`src/hw/rtl/qyaw_pkg.sv`:
```
// Package for the quaternion yaw heading block: constants, shared types and
// the arctangent table of the CORDIC unit. Depends on nothing.
package qyaw_pkg;

   // Input component precision and CORDIC iteration count.
   localparam int QUAT_BITS   = 16;
   localparam int ANGLE_STEPS = 16;

   // Port field widths.
   localparam int FIELD_W = 16;
   localparam int DEG_W   = 9;
   localparam int TOTAL_W = 32;
   localparam int THR_W   = 9;

   localparam logic [THR_W-1:0] THR_RESET = THR_W'(300);

   // Internal widths derived from the component precision.
   localparam int PROD_W     = 2 * QUAT_BITS;
   localparam int NUM_W      = 2 * QUAT_BITS + 2;
   localparam int SQ_W       = 2 * QUAT_BITS + 1;
   localparam int VEC_W      = 2 * QUAT_BITS + 6;
   localparam int ANGLE_FRAC = 16;
   localparam int ANG_W      = ANGLE_FRAC + 10;
   localparam int SDEG_W     = 11;
   localparam int SUM_W      = TOTAL_W + 2;
   localparam int ITER_W     = $clog2(ANGLE_STEPS);
   localparam int TAB_IDX_W  = 5;
   localparam int TAB_W      = 22;
   localparam int MUL_STEPS  = 4;

   // One in Q(2*(QUAT_BITS-1)) at the vector width.
   localparam logic signed [VEC_W-1:0] UNIT_VEC = VEC_W'(1) << (2 * (QUAT_BITS - 1));

   // Fixed angles in units of 2^-16 degree.
   localparam logic signed [ANG_W-1:0] ANG_90  = ANG_W'(90) << ANGLE_FRAC;
   localparam logic signed [ANG_W-1:0] ANG_180 = ANG_W'(180) << ANGLE_FRAC;

   localparam logic signed [SDEG_W-1:0] FULL_TURN = SDEG_W'(360);

   localparam logic signed [SUM_W-1:0] TOTAL_MAX = SUM_W'(33'sh0_7FFF_FFFF);
   localparam logic signed [SUM_W-1:0] TOTAL_MIN = -SUM_W'(33'sh0_8000_0000);

   // Operand pair used by the shared multiplier.
   typedef enum logic [1:0] {
      MUL_WZ = 2'd0,
      MUL_XY = 2'd1,
      MUL_YY = 2'd2,
      MUL_ZZ = 2'd3
   } mul_sel_type;

   // Sequencer states.
   typedef enum logic [2:0] {
      ST_IDLE,
      ST_MUL,
      ST_INIT,
      ST_ITER,
      ST_DEG,
      ST_COMMIT
   } fsm_state_type;

   // Controls from the sequencer to the datapath.
   typedef struct packed {
      logic              req_ready;
      logic              take;
      logic              mul_en;
      mul_sel_type       mul_sel;
      logic              init_en;
      logic              iter_en;
      logic [ITER_W-1:0] iter_idx;
      logic              deg_en;
      logic              commit;
   } ctl_type;

   // Status from the datapath to the sequencer.
   typedef struct packed {
      logic num_zero;
      logic out_busy;
   } sts_type;

   // atan(2^-i) in degrees times 65536, rounded.
   function automatic logic [TAB_W-1:0] atan_deg(input logic [TAB_IDX_W-1:0] idx);
      logic [TAB_W-1:0] val;
      case (idx)
         5'd0:    val = TAB_W'(2949120);
         5'd1:    val = TAB_W'(1740967);
         5'd2:    val = TAB_W'(919879);
         5'd3:    val = TAB_W'(466945);
         5'd4:    val = TAB_W'(234379);
         5'd5:    val = TAB_W'(117304);
         5'd6:    val = TAB_W'(58666);
         5'd7:    val = TAB_W'(29335);
         5'd8:    val = TAB_W'(14668);
         5'd9:    val = TAB_W'(7334);
         5'd10:   val = TAB_W'(3667);
         5'd11:   val = TAB_W'(1833);
         5'd12:   val = TAB_W'(917);
         5'd13:   val = TAB_W'(458);
         5'd14:   val = TAB_W'(229);
         5'd15:   val = TAB_W'(115);
         5'd16:   val = TAB_W'(57);
         5'd17:   val = TAB_W'(29);
         5'd18:   val = TAB_W'(14);
         5'd19:   val = TAB_W'(7);
         5'd20:   val = TAB_W'(4);
         5'd21:   val = TAB_W'(2);
         5'd22:   val = TAB_W'(1);
         default: val = '0;
      endcase
      return val;
   endfunction

endpackage

```
`src/hw/rtl/qyaw_if.sv`:
```
// Valid/ready channel interfaces for the quaternion request and heading response.
// Depends on qyaw_pkg for the field widths.
interface qyaw_req_if import qyaw_pkg::*; ();
   logic                      valid;
   logic                      ready;
   logic signed [FIELD_W-1:0] quat_x;
   logic signed [FIELD_W-1:0] quat_y;
   logic signed [FIELD_W-1:0] quat_z;
   logic signed [FIELD_W-1:0] quat_w;

   modport source (output valid, quat_x, quat_y, quat_z, quat_w, input ready);
   modport sink   (input valid, quat_x, quat_y, quat_z, quat_w, output ready);
endinterface

interface qyaw_rsp_if import qyaw_pkg::*; ();
   logic                      valid;
   logic                      ready;
   logic        [DEG_W-1:0]   heading_deg;
   logic signed [TOTAL_W-1:0] total_heading;

   modport source (output valid, heading_deg, total_heading, input ready);
   modport sink   (input valid, heading_deg, total_heading, output ready);
endinterface

```
`src/hw/rtl/quaternion_yaw_heading_unwrap.sv`:
```
// Top level of the quaternion yaw heading block with unwrapped running total.
// Depends on qyaw_pkg, qyaw_if, qyaw_ctrl and qyaw_datapath.
//
// Usage:
// The req_bus channel carries one orientation quaternion (x, y, z, w), each a
// signed Q1.15 value. The rsp_bus channel returns the yaw in whole degrees
// (0 to 359) and the accumulated, unwrapped heading change, which saturates at
// the signed 32-bit limits. Both channels move a transaction when valid and
// ready are high at a rising clock edge. csr_wr_en writes csr_wr_data into the
// wrap threshold; write it only while the block is idle.
// After a transaction is accepted, the block runs the products w*z, x*y, y*y
// and z*z on the shared multiplier, a setup step, sixteen CORDIC iterations
// on one shift-add unit, then conversion and accumulation. A zero numerator
// skips the iterations. The block takes no new transaction until the previous
// one has been loaded into the output register.
// Reset clears the running total and the last heading, marks the next sample
// as the first one and loads a threshold of 300 degrees.
// A stalled receiver holds the result in the output register; the block still
// takes and processes the next transaction and waits before its final step
// until the output register is free.
module quaternion_yaw_heading_unwrap import qyaw_pkg::*; (
   input  logic             clock,
   input  logic             reset,
   qyaw_req_if.sink         req_bus,
   qyaw_rsp_if.source       rsp_bus,
   input  logic             csr_wr_en,
   input  logic [THR_W-1:0] csr_wr_data
);

   ctl_type ctl;
   sts_type sts;

   // Sequencer.
   qyaw_ctrl u_ctrl (
      .clock     (clock),
      .reset     (reset),
      .req_valid (req_bus.valid),
      .sts       (sts),
      .ctl       (ctl)
   );

   // Arithmetic and state.
   qyaw_datapath u_datapath (
      .clock             (clock),
      .reset             (reset),
      .ctl               (ctl),
      .sts               (sts),
      .req_quat_x        (req_bus.quat_x),
      .req_quat_y        (req_bus.quat_y),
      .req_quat_z        (req_bus.quat_z),
      .req_quat_w        (req_bus.quat_w),
      .csr_wr_en         (csr_wr_en),
      .csr_wr_data       (csr_wr_data),
      .rsp_ready         (rsp_bus.ready),
      .rsp_valid         (rsp_bus.valid),
      .rsp_heading_deg   (rsp_bus.heading_deg),
      .rsp_total_heading (rsp_bus.total_heading)
   );

   assign req_bus.ready = ctl.req_ready;

endmodule

```
`src/hw/rtl/qyaw_ctrl.sv`:
```
// Sequencer of the quaternion yaw block: steps the shared multiplier and
// the CORDIC unit through one transaction. Depends on qyaw_pkg.
module qyaw_ctrl import qyaw_pkg::*; (
   input  logic    clock,
   input  logic    reset,
   input  logic    req_valid,
   input  sts_type sts,
   output ctl_type ctl
);

   fsm_state_type     state_ff, state_in;
   logic [ITER_W-1:0] cnt_ff, cnt_in;
   logic              mul_last;
   logic              iter_last;

   assign mul_last  = (cnt_ff == ITER_W'(MUL_STEPS - 1));
   assign iter_last = (cnt_ff == ITER_W'(ANGLE_STEPS - 1));

   // Next state.
   always_comb begin
      state_in = state_ff;
      case (state_ff)
         ST_IDLE:   if (req_valid) state_in = ST_MUL;
         ST_MUL:    if (mul_last) state_in = ST_INIT;
         ST_INIT:   state_in = sts.num_zero ? ST_DEG : ST_ITER;
         ST_ITER:   if (iter_last) state_in = ST_DEG;
         ST_DEG:    state_in = ST_COMMIT;
         ST_COMMIT: if (!sts.out_busy) state_in = ST_IDLE;
         default:   state_in = ST_IDLE;
      endcase
   end

   // Step counter, shared by the multiply and iteration phases.
   always_comb begin
      if (state_in != state_ff) begin
         cnt_in = '0;
      end else if (state_ff == ST_MUL || state_ff == ST_ITER) begin
         cnt_in = cnt_ff + ITER_W'(1);
      end else begin
         cnt_in = cnt_ff;
      end
   end

   always_ff @(posedge clock) begin
      if (reset) begin
         state_ff <= ST_IDLE;
         cnt_ff   <= '0;
      end else begin
         state_ff <= state_in;
         cnt_ff   <= cnt_in;
      end
   end

   // Outputs. The request channel stays closed while reset is high.
   always_comb begin
      ctl          = '0;
      ctl.mul_sel  = mul_sel_type'(cnt_ff[1:0]);
      ctl.iter_idx = cnt_ff;
      case (state_ff)
         ST_IDLE: begin
            ctl.req_ready = !reset;
            ctl.take      = req_valid && !reset;
         end
         ST_MUL:    ctl.mul_en  = 1'b1;
         ST_INIT:   ctl.init_en = 1'b1;
         ST_ITER:   ctl.iter_en = 1'b1;
         ST_DEG:    ctl.deg_en  = 1'b1;
         ST_COMMIT: ctl.commit  = !sts.out_busy;
         default:   ctl.req_ready = 1'b0;
      endcase
   end

endmodule

```
`src/hw/rtl/qyaw_datapath.sv`:
```
// Datapath of the quaternion yaw block: shared multiplier, CORDIC vectoring
// unit, degree conversion, unwrap accumulator and output register. Depends on qyaw_pkg.
module qyaw_datapath import qyaw_pkg::*; (
   input  logic                      clock,
   input  logic                      reset,
   input  ctl_type                   ctl,
   output sts_type                   sts,
   input  logic signed [FIELD_W-1:0] req_quat_x,
   input  logic signed [FIELD_W-1:0] req_quat_y,
   input  logic signed [FIELD_W-1:0] req_quat_z,
   input  logic signed [FIELD_W-1:0] req_quat_w,
   input  logic                      csr_wr_en,
   input  logic        [THR_W-1:0]   csr_wr_data,
   input  logic                      rsp_ready,
   output logic                      rsp_valid,
   output logic        [DEG_W-1:0]   rsp_heading_deg,
   output logic signed [TOTAL_W-1:0] rsp_total_heading
);

   // Captured quaternion.
   logic signed [QUAT_BITS-1:0] qx_ff, qy_ff, qz_ff, qw_ff;
   logic signed [QUAT_BITS-1:0] qx_in, qy_in, qz_in, qw_in;

   // Multiply-accumulate results.
   logic signed [QUAT_BITS-1:0] mul_a, mul_b;
   logic signed [PROD_W-1:0]    prod;
   logic signed [NUM_W-1:0]     num_acc_ff, num_acc_in;
   logic signed [SQ_W-1:0]      sq_acc_ff, sq_acc_in;

   // CORDIC state.
   logic signed [VEC_W-1:0] num_v, den_v;
   logic signed [VEC_W-1:0] x_ff, x_in, y_ff, y_in;
   logic signed [VEC_W-1:0] xs, ys;
   logic signed [ANG_W-1:0] ang_ff, ang_in;
   logic signed [ANG_W-1:0] tab_val;

   // Degree conversion.
   logic signed [ANG_W-1:0]  ang_mag;
   logic [SDEG_W-2:0]        whole;
   logic signed [SDEG_W-1:0] sdeg;
   logic [DEG_W-1:0]         heading_ff, heading_in;

   // Unwrap and total.
   logic [THR_W-1:0]          thr_ff, thr_in;
   logic                      first_ff, first_in;
   logic [DEG_W-1:0]          last_ff, last_in;
   logic signed [TOTAL_W-1:0] total_ff, total_in;
   logic signed [SDEG_W-1:0]  diff, thr_s;
   logic signed [SUM_W-1:0]   sum;
   logic signed [TOTAL_W-1:0] total_sat;

   // Output register.
   logic                      rsp_valid_ff, rsp_valid_in;
   logic [DEG_W-1:0]          rsp_heading_ff, rsp_heading_in;
   logic signed [TOTAL_W-1:0] rsp_total_ff, rsp_total_in;

   // Capture the components of an accepted transaction.
   always_comb begin
      qx_in = qx_ff;
      qy_in = qy_ff;
      qz_in = qz_ff;
      qw_in = qw_ff;
      if (ctl.take) begin
         qx_in = QUAT_BITS'(req_quat_x);
         qy_in = QUAT_BITS'(req_quat_y);
         qz_in = QUAT_BITS'(req_quat_z);
         qw_in = QUAT_BITS'(req_quat_w);
      end
   end

   // Shared multiplier: w*z, x*y, y*y and z*z in turn.
   always_comb begin
      case (ctl.mul_sel)
         MUL_WZ:  begin mul_a = qw_ff; mul_b = qz_ff; end
         MUL_XY:  begin mul_a = qx_ff; mul_b = qy_ff; end
         MUL_YY:  begin mul_a = qy_ff; mul_b = qy_ff; end
         MUL_ZZ:  begin mul_a = qz_ff; mul_b = qz_ff; end
         default: begin mul_a = qz_ff; mul_b = qz_ff; end
      endcase
   end

   assign prod = mul_a * mul_b;

   always_comb begin
      num_acc_in = num_acc_ff;
      sq_acc_in  = sq_acc_ff;
      if (ctl.mul_en) begin
         case (ctl.mul_sel)
            MUL_WZ:  num_acc_in = NUM_W'(prod);
            MUL_XY:  num_acc_in = num_acc_ff + NUM_W'(prod);
            MUL_YY:  sq_acc_in  = SQ_W'(prod);
            MUL_ZZ:  sq_acc_in  = sq_acc_ff + SQ_W'(prod);
            default: sq_acc_in  = sq_acc_ff;
         endcase
      end
   end

   // Numerator 2(wz+xy) and denominator 1-2(yy+zz).
   assign num_v = VEC_W'(num_acc_ff) <<< 1;
   assign den_v = UNIT_VEC - (VEC_W'(sq_acc_ff) <<< 1);

   assign sts.num_zero = (num_acc_ff == '0);
   assign sts.out_busy = rsp_valid_ff && !rsp_ready;

   // CORDIC: quadrant fold at init, then one shift-add rotation per cycle.
   assign xs      = x_ff >>> ctl.iter_idx;
   assign ys      = y_ff >>> ctl.iter_idx;
   assign tab_val = ANG_W'(atan_deg(TAB_IDX_W'(ctl.iter_idx)));

   always_comb begin
      x_in   = x_ff;
      y_in   = y_ff;
      ang_in = ang_ff;
      if (ctl.init_en) begin
         if (num_v == '0) begin
            ang_in = den_v[VEC_W-1] ? ANG_180 : '0;
         end else if (den_v[VEC_W-1]) begin
            if (!num_v[VEC_W-1]) begin
               x_in   = num_v;
               y_in   = -den_v;
               ang_in = ANG_90;
            end else begin
               x_in   = -num_v;
               y_in   = den_v;
               ang_in = -ANG_90;
            end
         end else begin
            x_in   = den_v;
            y_in   = num_v;
            ang_in = '0;
         end
      end else if (ctl.iter_en) begin
         if (!y_ff[VEC_W-1]) begin
            x_in   = x_ff + ys;
            y_in   = y_ff - xs;
            ang_in = ang_ff + tab_val;
         end else begin
            x_in   = x_ff - ys;
            y_in   = y_ff + xs;
            ang_in = ang_ff - tab_val;
         end
      end
   end

   // Truncate toward zero to whole degrees and fold into 0..359.
   assign ang_mag = ang_ff[ANG_W-1] ? -ang_ff : ang_ff;
   assign whole   = ang_mag[ANG_W-1:ANGLE_FRAC];

   always_comb begin
      sdeg = $signed({1'b0, whole});
      if (ang_ff[ANG_W-1]) begin
         sdeg = -sdeg;
      end
      if (sdeg < 0) begin
         sdeg = sdeg + FULL_TURN;
      end
      if (sdeg >= FULL_TURN) begin
         sdeg = sdeg - FULL_TURN;
      end
      if (sdeg < 0) begin
         sdeg = '0;
      end
      heading_in = ctl.deg_en ? sdeg[DEG_W-1:0] : heading_ff;
   end

   // Unwrapped difference and saturating total.
   assign thr_s = $signed({2'b00, thr_ff});

   always_comb begin
      diff = $signed({2'b00, last_ff}) - $signed({2'b00, heading_ff});
      if (diff > thr_s) begin
         diff = diff - FULL_TURN;
      end else if (diff < -thr_s) begin
         diff = diff + FULL_TURN;
      end
      sum = SUM_W'(total_ff) + SUM_W'(diff);
      if (sum > TOTAL_MAX) begin
         total_sat = TOTAL_MAX[TOTAL_W-1:0];
      end else if (sum < TOTAL_MIN) begin
         total_sat = TOTAL_MIN[TOTAL_W-1:0];
      end else begin
         total_sat = sum[TOTAL_W-1:0];
      end
   end

   always_comb begin
      first_in = first_ff;
      last_in  = last_ff;
      total_in = total_ff;
      if (ctl.commit) begin
         first_in = 1'b0;
         last_in  = heading_ff;
         if (!first_ff) begin
            total_in = total_sat;
         end
      end
   end

   assign thr_in = csr_wr_en ? csr_wr_data : thr_ff;

   // Output register, loaded when the previous result has been taken.
   always_comb begin
      rsp_heading_in = rsp_heading_ff;
      rsp_total_in   = rsp_total_ff;
      if (ctl.commit) begin
         rsp_valid_in   = 1'b1;
         rsp_heading_in = heading_ff;
         rsp_total_in   = total_in;
      end else if (rsp_ready) begin
         rsp_valid_in = 1'b0;
      end else begin
         rsp_valid_in = rsp_valid_ff;
      end
   end

   // Control and architectural state.
   always_ff @(posedge clock) begin
      if (reset) begin
         thr_ff       <= THR_RESET;
         first_ff     <= 1'b1;
         last_ff      <= '0;
         total_ff     <= '0;
         rsp_valid_ff <= 1'b0;
      end else begin
         thr_ff       <= thr_in;
         first_ff     <= first_in;
         last_ff      <= last_in;
         total_ff     <= total_in;
         rsp_valid_ff <= rsp_valid_in;
      end
   end

   // Working registers.
   always_ff @(posedge clock) begin
      qx_ff          <= qx_in;
      qy_ff          <= qy_in;
      qz_ff          <= qz_in;
      qw_ff          <= qw_in;
      num_acc_ff     <= num_acc_in;
      sq_acc_ff      <= sq_acc_in;
      x_ff           <= x_in;
      y_ff           <= y_in;
      ang_ff         <= ang_in;
      heading_ff     <= heading_in;
      rsp_heading_ff <= rsp_heading_in;
      rsp_total_ff   <= rsp_total_in;
   end

   assign rsp_valid         = rsp_valid_ff;
   assign rsp_heading_deg   = rsp_heading_ff;
   assign rsp_total_heading = rsp_total_ff;

endmodule

```
`src/flat_wrapper.sv`:
```
// flat-port wrapper written by rule: the top's interface ports become plain ports
module quaternion_yaw_heading_unwrap_flat import qyaw_pkg::*;
  (clock, reset, csr_wr_en, csr_wr_data, req_bus_valid, req_bus_quat_x, req_bus_quat_y, req_bus_quat_z, req_bus_quat_w, req_bus_ready, rsp_bus_valid, rsp_bus_heading_deg, rsp_bus_total_heading, rsp_bus_ready);
  qyaw_req_if req_bus_i ();
  qyaw_rsp_if rsp_bus_i ();
  input  logic clock;
  input  logic reset;
  input  logic csr_wr_en;
  input  logic [THR_W-1:0] csr_wr_data;
  input wire logic [$bits(req_bus_i.valid)-1:0] req_bus_valid;
  input wire logic [$bits(req_bus_i.quat_x)-1:0] req_bus_quat_x;
  input wire logic [$bits(req_bus_i.quat_y)-1:0] req_bus_quat_y;
  input wire logic [$bits(req_bus_i.quat_z)-1:0] req_bus_quat_z;
  input wire logic [$bits(req_bus_i.quat_w)-1:0] req_bus_quat_w;
  output wire logic [$bits(req_bus_i.ready)-1:0] req_bus_ready;
  output wire logic [$bits(rsp_bus_i.valid)-1:0] rsp_bus_valid;
  output wire logic [$bits(rsp_bus_i.heading_deg)-1:0] rsp_bus_heading_deg;
  output wire logic [$bits(rsp_bus_i.total_heading)-1:0] rsp_bus_total_heading;
  input wire logic [$bits(rsp_bus_i.ready)-1:0] rsp_bus_ready;
  assign req_bus_i.valid = req_bus_valid;
  assign req_bus_i.quat_x = req_bus_quat_x;
  assign req_bus_i.quat_y = req_bus_quat_y;
  assign req_bus_i.quat_z = req_bus_quat_z;
  assign req_bus_i.quat_w = req_bus_quat_w;
  assign req_bus_ready = req_bus_i.ready;
  assign rsp_bus_valid = rsp_bus_i.valid;
  assign rsp_bus_heading_deg = rsp_bus_i.heading_deg;
  assign rsp_bus_total_heading = rsp_bus_i.total_heading;
  assign rsp_bus_i.ready = rsp_bus_ready;
  quaternion_yaw_heading_unwrap u_core (.clock(clock), .reset(reset), .req_bus(req_bus_i), .rsp_bus(rsp_bus_i), .csr_wr_en(csr_wr_en), .csr_wr_data(csr_wr_data));
endmodule
```
`config.mk`:
```
export PLATFORM = sky130hd
export DESIGN_NAME = quaternion_yaw_heading_unwrap_flat
export DESIGN_NICKNAME = d
export VERILOG_FILES = /design/src/hw/rtl/qyaw_pkg.sv /design/src/hw/rtl/qyaw_if.sv /design/src/hw/rtl/quaternion_yaw_heading_unwrap.sv /design/src/hw/rtl/qyaw_ctrl.sv /design/src/hw/rtl/qyaw_datapath.sv /design/src/flat_wrapper.sv
export SDC_FILE = /design/constraint.sdc
export NUM_CORES = 2
export LEC_CHECK = 0
export BUFFER_PORTS_ARGS = -buffer_cell sky130_fd_sc_hd__buf_2
export CORE_ASPECT_RATIO = 1.75
export CORE_UTILIZATION = 51
export CTS_CLUSTER_DIAMETER = 100
export CTS_CLUSTER_SIZE = 12
export DETAILED_ROUTE_END_ITERATION = 10
export PLACE_DENSITY = 0.76
export SLEW_MARGIN = 20
export SYNTH_ARGS = -nofsm -noshare
export SYNTH_HDL_FRONTEND = slang
export SYNTH_SLANG_ARGS = --single-unit
```
`constraint.sdc`:
```
create_clock -name clock -period 30.7 [get_ports clock]
set_input_delay 1.535 -clock clock [delete_from_list [all_inputs] [get_ports clock]]
set_output_delay 1.535 -clock clock [all_outputs]
set_load 0.005 [all_outputs]
```
# After elaboration in Yosys (flattened, before gate mapping)
# Memories as Yosys holds them, arrays and structs flattened. A register that Yosys moved wholly into a read port is not among the register bits.
# Cells that the tools add are included.
# W data, S select, Z words.
[op_classes] n_addsub=21 multipliers=1 div=0 magnitude_cmp=7 eq_ne=12 shifts=2 mux=50 bitwise=0 n_reduce_logical=20
[op_table] cell="$mux W38" n=12
[op_table] cell="$mux W26" n=7
[op_table] cell="$mux W32" n=4
[op_table] cell="$add A38 B38 Y38" n=2
[op_table] cell="$neg A35 Y38" n=2
[op_table] cell="$sshr A38 B4 Y38" n=2
[op_table] cell="$sub A38 B38 Y38" n=2
[op_table] cell="$pmux W34 S2" n=1
[op_table] cell="$pmux W33 S2" n=1
[op_table] cell="$pmux W16 S4" n=1
[op_table] cell="$mux W11" n=5
[op_table] cell="$logic_not A38 Y1" n=1
[op_table] cell="$sub A32 B34 Y35 const A" n=1
[op_table] cell="$add A34 B32 Y34" n=1
[op_table] cell="$logic_not A34 Y1" n=1
[op_table] cell="$add A32 B11 Y33" n=1
[op_table] cell="$add A33 B32 Y33" n=1
[op_table] cell="$gt A33 B32 Y1 const B" n=1
[op_table] cell="$lt A33 B32 Y1 const B" n=1
[op_table] cell="$mul A16 B16 Y32" n=1
[op_table] cell="$pmux W16 S2" n=1
[op_table] cell="$add A26 B23 Y26" n=1
[op_table] cell="$neg A26 Y26" n=1
[op_table] cell="$sub A26 B23 Y26" n=1
[op_table] cell="other kinds (34)" n=61
[totals] regBits=342 latchBits=0 ram_bits=0 romBits=352 input_bits=78 output_inout_bits=43 elab_cells=133 n_memories=1
[mem_list] memory="(name not given)" depth=16 width=22 rd=1 rd_clocked_by_memory_dff=1 write_ports=0 line="qyaw_pkg.sv:83" text="case (idx)"

# Longest topological paths before layout
[depth] word_depth=10 mapped_depth=49 ltp_nobuf=40

# Modules after synthesis
# From an unflattened synthesis, not the netlist that was laid out.
[unflattened] cells_unflattened=4811 area_unflattened_um2=43275.3
[modules_own_cells] module="qyaw_datapath" n_inst=1 cells_each=4747 area_per_inst_um2=42782.3 seq_area_each_um2=9539.1
[modules_own_cells] module="qyaw_ctrl" n_inst=1 cells_each=64 area_per_inst_um2=493.0 seq_area_each_um2=140.1

# Least setup slack after synthesis
# OpenSTA, ideal clock, no wires.
[synth_timing] path_type="register to register" from="reg u_core.u_ctrl.cnt_ff[0]" to="reg u_core.u_datapath.sq_acc_ff[32], data pin" setup_ns=0.276 arrival_time_ns=10.179 required_ns=30.424 slack_ns=20.244 stages_incl_launch_ff=45 n_path_buf=9 period_less_slack_ns=10.456 cell_sequence="dfxtp_1 -> buf_6 -> buf_12 -> buf_8 -> buf_6 -> inv_2 -> buf_2 -> clkbuf_1 -> ha_1 -> clkbuf_1 -> clkbuf_1 -> mux2i_1 -> clkbuf_1 -> nor2_1 -> fa_1 -> inv_1 -> fa_1 -> fa_1 -> [... 9 more ...] -> a21oi_1 -> o21ai_0 -> o21ai_0 -> o21a_1 -> nor2_1 -> o21bai_1 -> a21oi_1 -> xor2_1 -> inv_1 -> ha_1 -> nand4_1 -> o21ai_0 -> o2111ai_1 -> a21oi_1 -> nor3_1 -> or3b_2 -> a21oi_1 -> xnor2_1"
[synth_via] elab_chain_cells=6 word_cells_on_any_way=11 cone_classes="add/sub (1); mul (1); eq/ne (3); mux (3); reduce/logical (3)"
[synth_lines] item="start, declared" line="qyaw_ctrl.sv:12" text="logic [ITER_W-1:0] cnt_ff, cnt_in;"
[synth_lines] item="start signal, assigned" line="qyaw_ctrl.sv:50" text="cnt_ff <= cnt_in;"
[synth_lines] item="$eq A2 B2 Y1, or another cell as far along" line="qyaw_datapath.sv:73, qyaw_datapath.sv:88"
[synth_lines] item="$reduce_or A2 Y1 (no source line)"
[synth_lines] item="$pmux W16 S2" line="qyaw_datapath.sv:73" text="case (ctl.mul_sel)"
[synth_lines] item="$mul A16 B16 Y32" line="qyaw_datapath.sv:82" text="assign prod = mul_a * mul_b;"
[synth_lines] item="$add A33 B32 Y33" line="qyaw_datapath.sv:92" text="MUL_ZZ: sq_acc_in = sq_acc_ff + SQ_W'(prod);"
[synth_lines] item="$pmux W33 S2 *" line="qyaw_datapath.sv:88" text="case (ctl.mul_sel)"
[synth_lines] item="end signal, assigned" line="qyaw_datapath.sv:240" text="sq_acc_ff <= sq_acc_in;"
[synth_lines] item="end, declared" line="qyaw_datapath.sv:28" text="logic signed [SQ_W-1:0] sq_acc_ff, sq_acc_in;"
# Mark *: on every way between the ends. The rest lies on a longest branch, timed or not.
# A chain may end at the register's enable or synchronous reset.

# Final worst setup path
# Same ends and word-level chain as after synthesis.

==> flow_metrics.py <==
metrics = {
    "status": {
        "status": "finished clean",
    },
    "synthesis": {
        "synth.area.top_cells": "edfxtp_1, fa_1, ha_1, xnor2_1, nand2_1",
        "synth.distinct_cells": 109,
        "synth_async_sr_flop_share_pct": 0,
        "synth_fp_nets": 5605,
        "netlist_instances": 4930,
        "yosys.area.top_type": "edfxtp_1",
        "synth_edf_count": 283,
        "synth_common_cells": "nand2_1, inv_1, nor2_1",
        "synth.most_common_cell": "nand2_1",
        "avgSynthCellArea_sq_um": 8.914,
        "netlist.area_leader.share_pct": 19.34,
        "syn_area_sq_um": 43940,
        "yosys_warnings": 0,
        "yosysSeqAreaShare_pct": 23.03,
        "synth_ff_type": "edfxtp_1",
        "synth_seq_cells": 364,
    },
    "critical_path": {
        "cp.arrival_ns": 11.56,
        "rr_startpoint": "u_core.u_ctrl.cnt_ff[0]",
        "critPathLaunch": "u_core.u_ctrl.cnt_ff[0]",
        "critPathCaptureType": "flop",
        "crit_top_cell": "inv_1",
        "crit_fanout": 32,
        "r2r_end": "u_core.u_datapath.sq_acc_ff[32]",
        "critical_path.max_stage_delay_ns": 0.96,
        "rr_worst_depth": 37,
        "crit_slowest_cell": "mux2i_1",
        "criticalPathCategory": "reg2reg",
        "crit_path_start_kind": "flop",
        "crit_required_ns": 31.00,
        "rrSetupSlack_ns": 19.45,
    },
    "timing": {
        "rsz0062_at_grt": "no",
        "finalHoldViolCount": 0,
        "fmax_mhz": 88.87,
        "relSlewSlack_pct": 24.78,
        "period_share_pct": 36.65,
        "hold_ws_ns": 0.4835,
        "maxSlewViolCount": 0,
        "worst_slew_pin_slew_ns": 1.097,
        "setup_tns_ns": 0,
        "skew_ns": 0.02542,
        "setup_viol": 0,
        "min_period_ns": 11.25,
    },
    "global_routing": {
        "grt_max_degree": 89,
        "grt_pass1_wl_um": 205300,
        "grt_usage_pct": 30.06,
        "grt_pass1_vias": 39439,
        "antenna_found_initial": 1,
        "grt-ovfl-total": 0,
    },
    "final_layout": {
        "final_area_sq_um": 46570,
        "drive_gt1_share_pct": 8.974,
        "fill_cells": 7926,
        "areaGrowthSynthToFinish_pct": 5.982,
        "finish.utilization_pct": 54.50,
        "nNetsFinal": 5624,
    },
    "cts": {
        "cts_hold_buf": 0,
        "cts_setup_buffers": 0,
        "cts_buffer_depth": 3,
        "clk_pin_slew_worst_paths_ns": 0.07,
        "insertion_delay_ns": 0.59,
        "htreeDepth": 2,
        "cts_made_buffers": 36,
        "cts-root-buf": "clkbuf_16",
        "cts_tree": "built",
        "post_cts_resized": 0,
        "clock_sinks": 364,
    },
    "hold_path": {
        "whs_path_depth": 0,
        "min_from": "u_core.u_datapath.heading_ff[3]",
        "hp-class": "reg2reg",
        "whs_endpoint": "u_core.u_datapath.rsp_heading_deg[3]",
    },
    "placed_design": {
        "post_dp_cell_area_sq_um": 45520,
        "numPortBuffers": 120,
        "detailed_place_hpwl_um": 102000,
        "gp_congestion": 1.026,
    },
    "die": {
        "rows": 142,
        "ios": 121,
        "die_w_um": 223.9,
        "initial_core_util_pct": 51.42,
        "die_area_sq_um": 87390,
        "fp.dieH_um": 390.3,
        "core_area_sq_um": 85460,
    },
    "route": {
        "dr.pass1.iters": 6,
        "via_count": 37601,
        "wl_per_cell_um": 21.16,
        "ant_nets": 0,
        "routed_wl_um": 129600,
        "drc": 0,
        "via_per_inst": 6.140,
        "drt-initial-drc-count": 2377,
    },
    "run": {
        "maxCapViolations": 0,
    },
}
stage by stage:
stage | setup WS, ns | std cells
2_1_floorplan | 20.24 | 4930
3_3_place_gp | 19.61 | 6063
3_5_place_dp | 19.64 | 6063
4_1_cts | 19.60 | 6122
5_1_grt | 18.75 | 6124
6_report | 19.45 | 6124
cells in the final DEF (no fill, tap or decap), types with 74 or more instances in the layout:
| cell | n |
|---|---|
| nand3_1 | 79 |
| ha_1 | 326 |
| a21oi_1 | 312 |
| a21o_1 | 112 |
| buf_2 | 120 |
| nor3_1 | 78 |
| mux4_2 | 74 |
| edfxtp_1 | 283 |
| o21ai_0 | 297 |
| xnor2_1 | 258 |
| dfxtp_1 | 77 |
| fa_1 | 269 |
| xor2_1 | 152 |
| nor2_1 | 458 |
| nand2_1 | 541 |
| inv_1 | 461 |
| mux2_2 | 80 |
state kept, by name, indices dropped and copies added (netlist names), 4 cells and up:
register                             cells
u_core.u_datapath.qw_ff                 16
u_core.u_datapath.qy_ff                 16
u_core.u_datapath.heading_ff             9
u_core.u_datapath.qx_ff                 16
u_core.u_ctrl.cnt_ff                     4
u_core.u_datapath.sq_acc_ff             33
u_core.u_datapath.thr_ff                 9
u_core.u_datapath.ang_ff                26
u_core.u_datapath.total_ff              32
u_core.u_datapath.qz_ff                 16
u_core.u_datapath.y_ff                  38
u_core.u_datapath.num_acc_ff            34
u_core.u_datapath.rsp_heading_deg        9
u_core.u_datapath.x_ff                  38
u_core.u_datapath.last_ff                9
u_core.u_datapath.rsp_total_heading     32
u_core.u_datapath.tab_val               22
kinds of logic (layout without fill, tap and decap cells):
kind of cell               after synthesis  in the layout  share of synthesized area, %
other                                    0              2                             0
AOI/OAI and AO/OA                     1174           1174                         16.74
DFF                                    364            364                         23.03
xor gates and xnor gates               412            412                         8.260
muxes                                  252            252                         8.889
and+or+nand+nor                       1474           1474                         15.36
buffers and inverters                  657            697                         6.130
adders and majority gates              597            597                         21.59
critical path: cells and delay by family (launching register included):
kind	cells	cell delay, ns
adders and majority gates	9	3.94
AOI/OAI and AO/OA	12	2.96
buffers and inverters	8	1.17
and+or+nand+nor	5	0.97
muxes	1	0.96
DFF	1	0.63
xor gates and xnor gates	2	0.31
metal layers:
metal	part of all wire (%)	up-vias	track usage, %	wire length (um)
met5	0	-	0	0
met4	10	0	26.60	12910
met3	4.4	684	3.945	5711
met2	54	1489	57.82	69740
met1	32	18025	26.97	41210
li1	-	17403	-	-
how the worst max path moves through the flow:
stage / endpoint / slack [ns] / cells past startpoint
4_1_cts: u_core.u_datapath.sq_acc_ff[30] / 19.60 / 34
6_report: u_core.u_datapath.sq_acc_ff[32] / 19.45 / 37
5_1_grt: u_core.u_datapath.sq_acc_ff[32] / 18.75 / 39
3_5_place_dp: u_core.u_datapath.sq_acc_ff[30] / 19.64 / 34
2_1_floorplan: u_core.u_datapath.sq_acc_ff[32] / 20.24 / 44
3_3_place_gp: u_core.u_datapath.sq_acc_ff[32] / 19.61 / 34
cell type report:
class	instances	area [sq um]	share of cell area, %
multi-input cells	3909	31200	66.99
flip-flops and latches	364	10130	21.75
inverters	463	1738	3.732
well taps	1152	1441	3.095
clock buffers	57	1022	2.195
repair buffers	175	1013	2.176
clock inverters	2	25.02	0.05373
diodes	2	5.005	0.01075
Power is left out: the tool's default activity adds up to more than one toggle a clock period on the data nets, which glitch-free logic cannot reach.
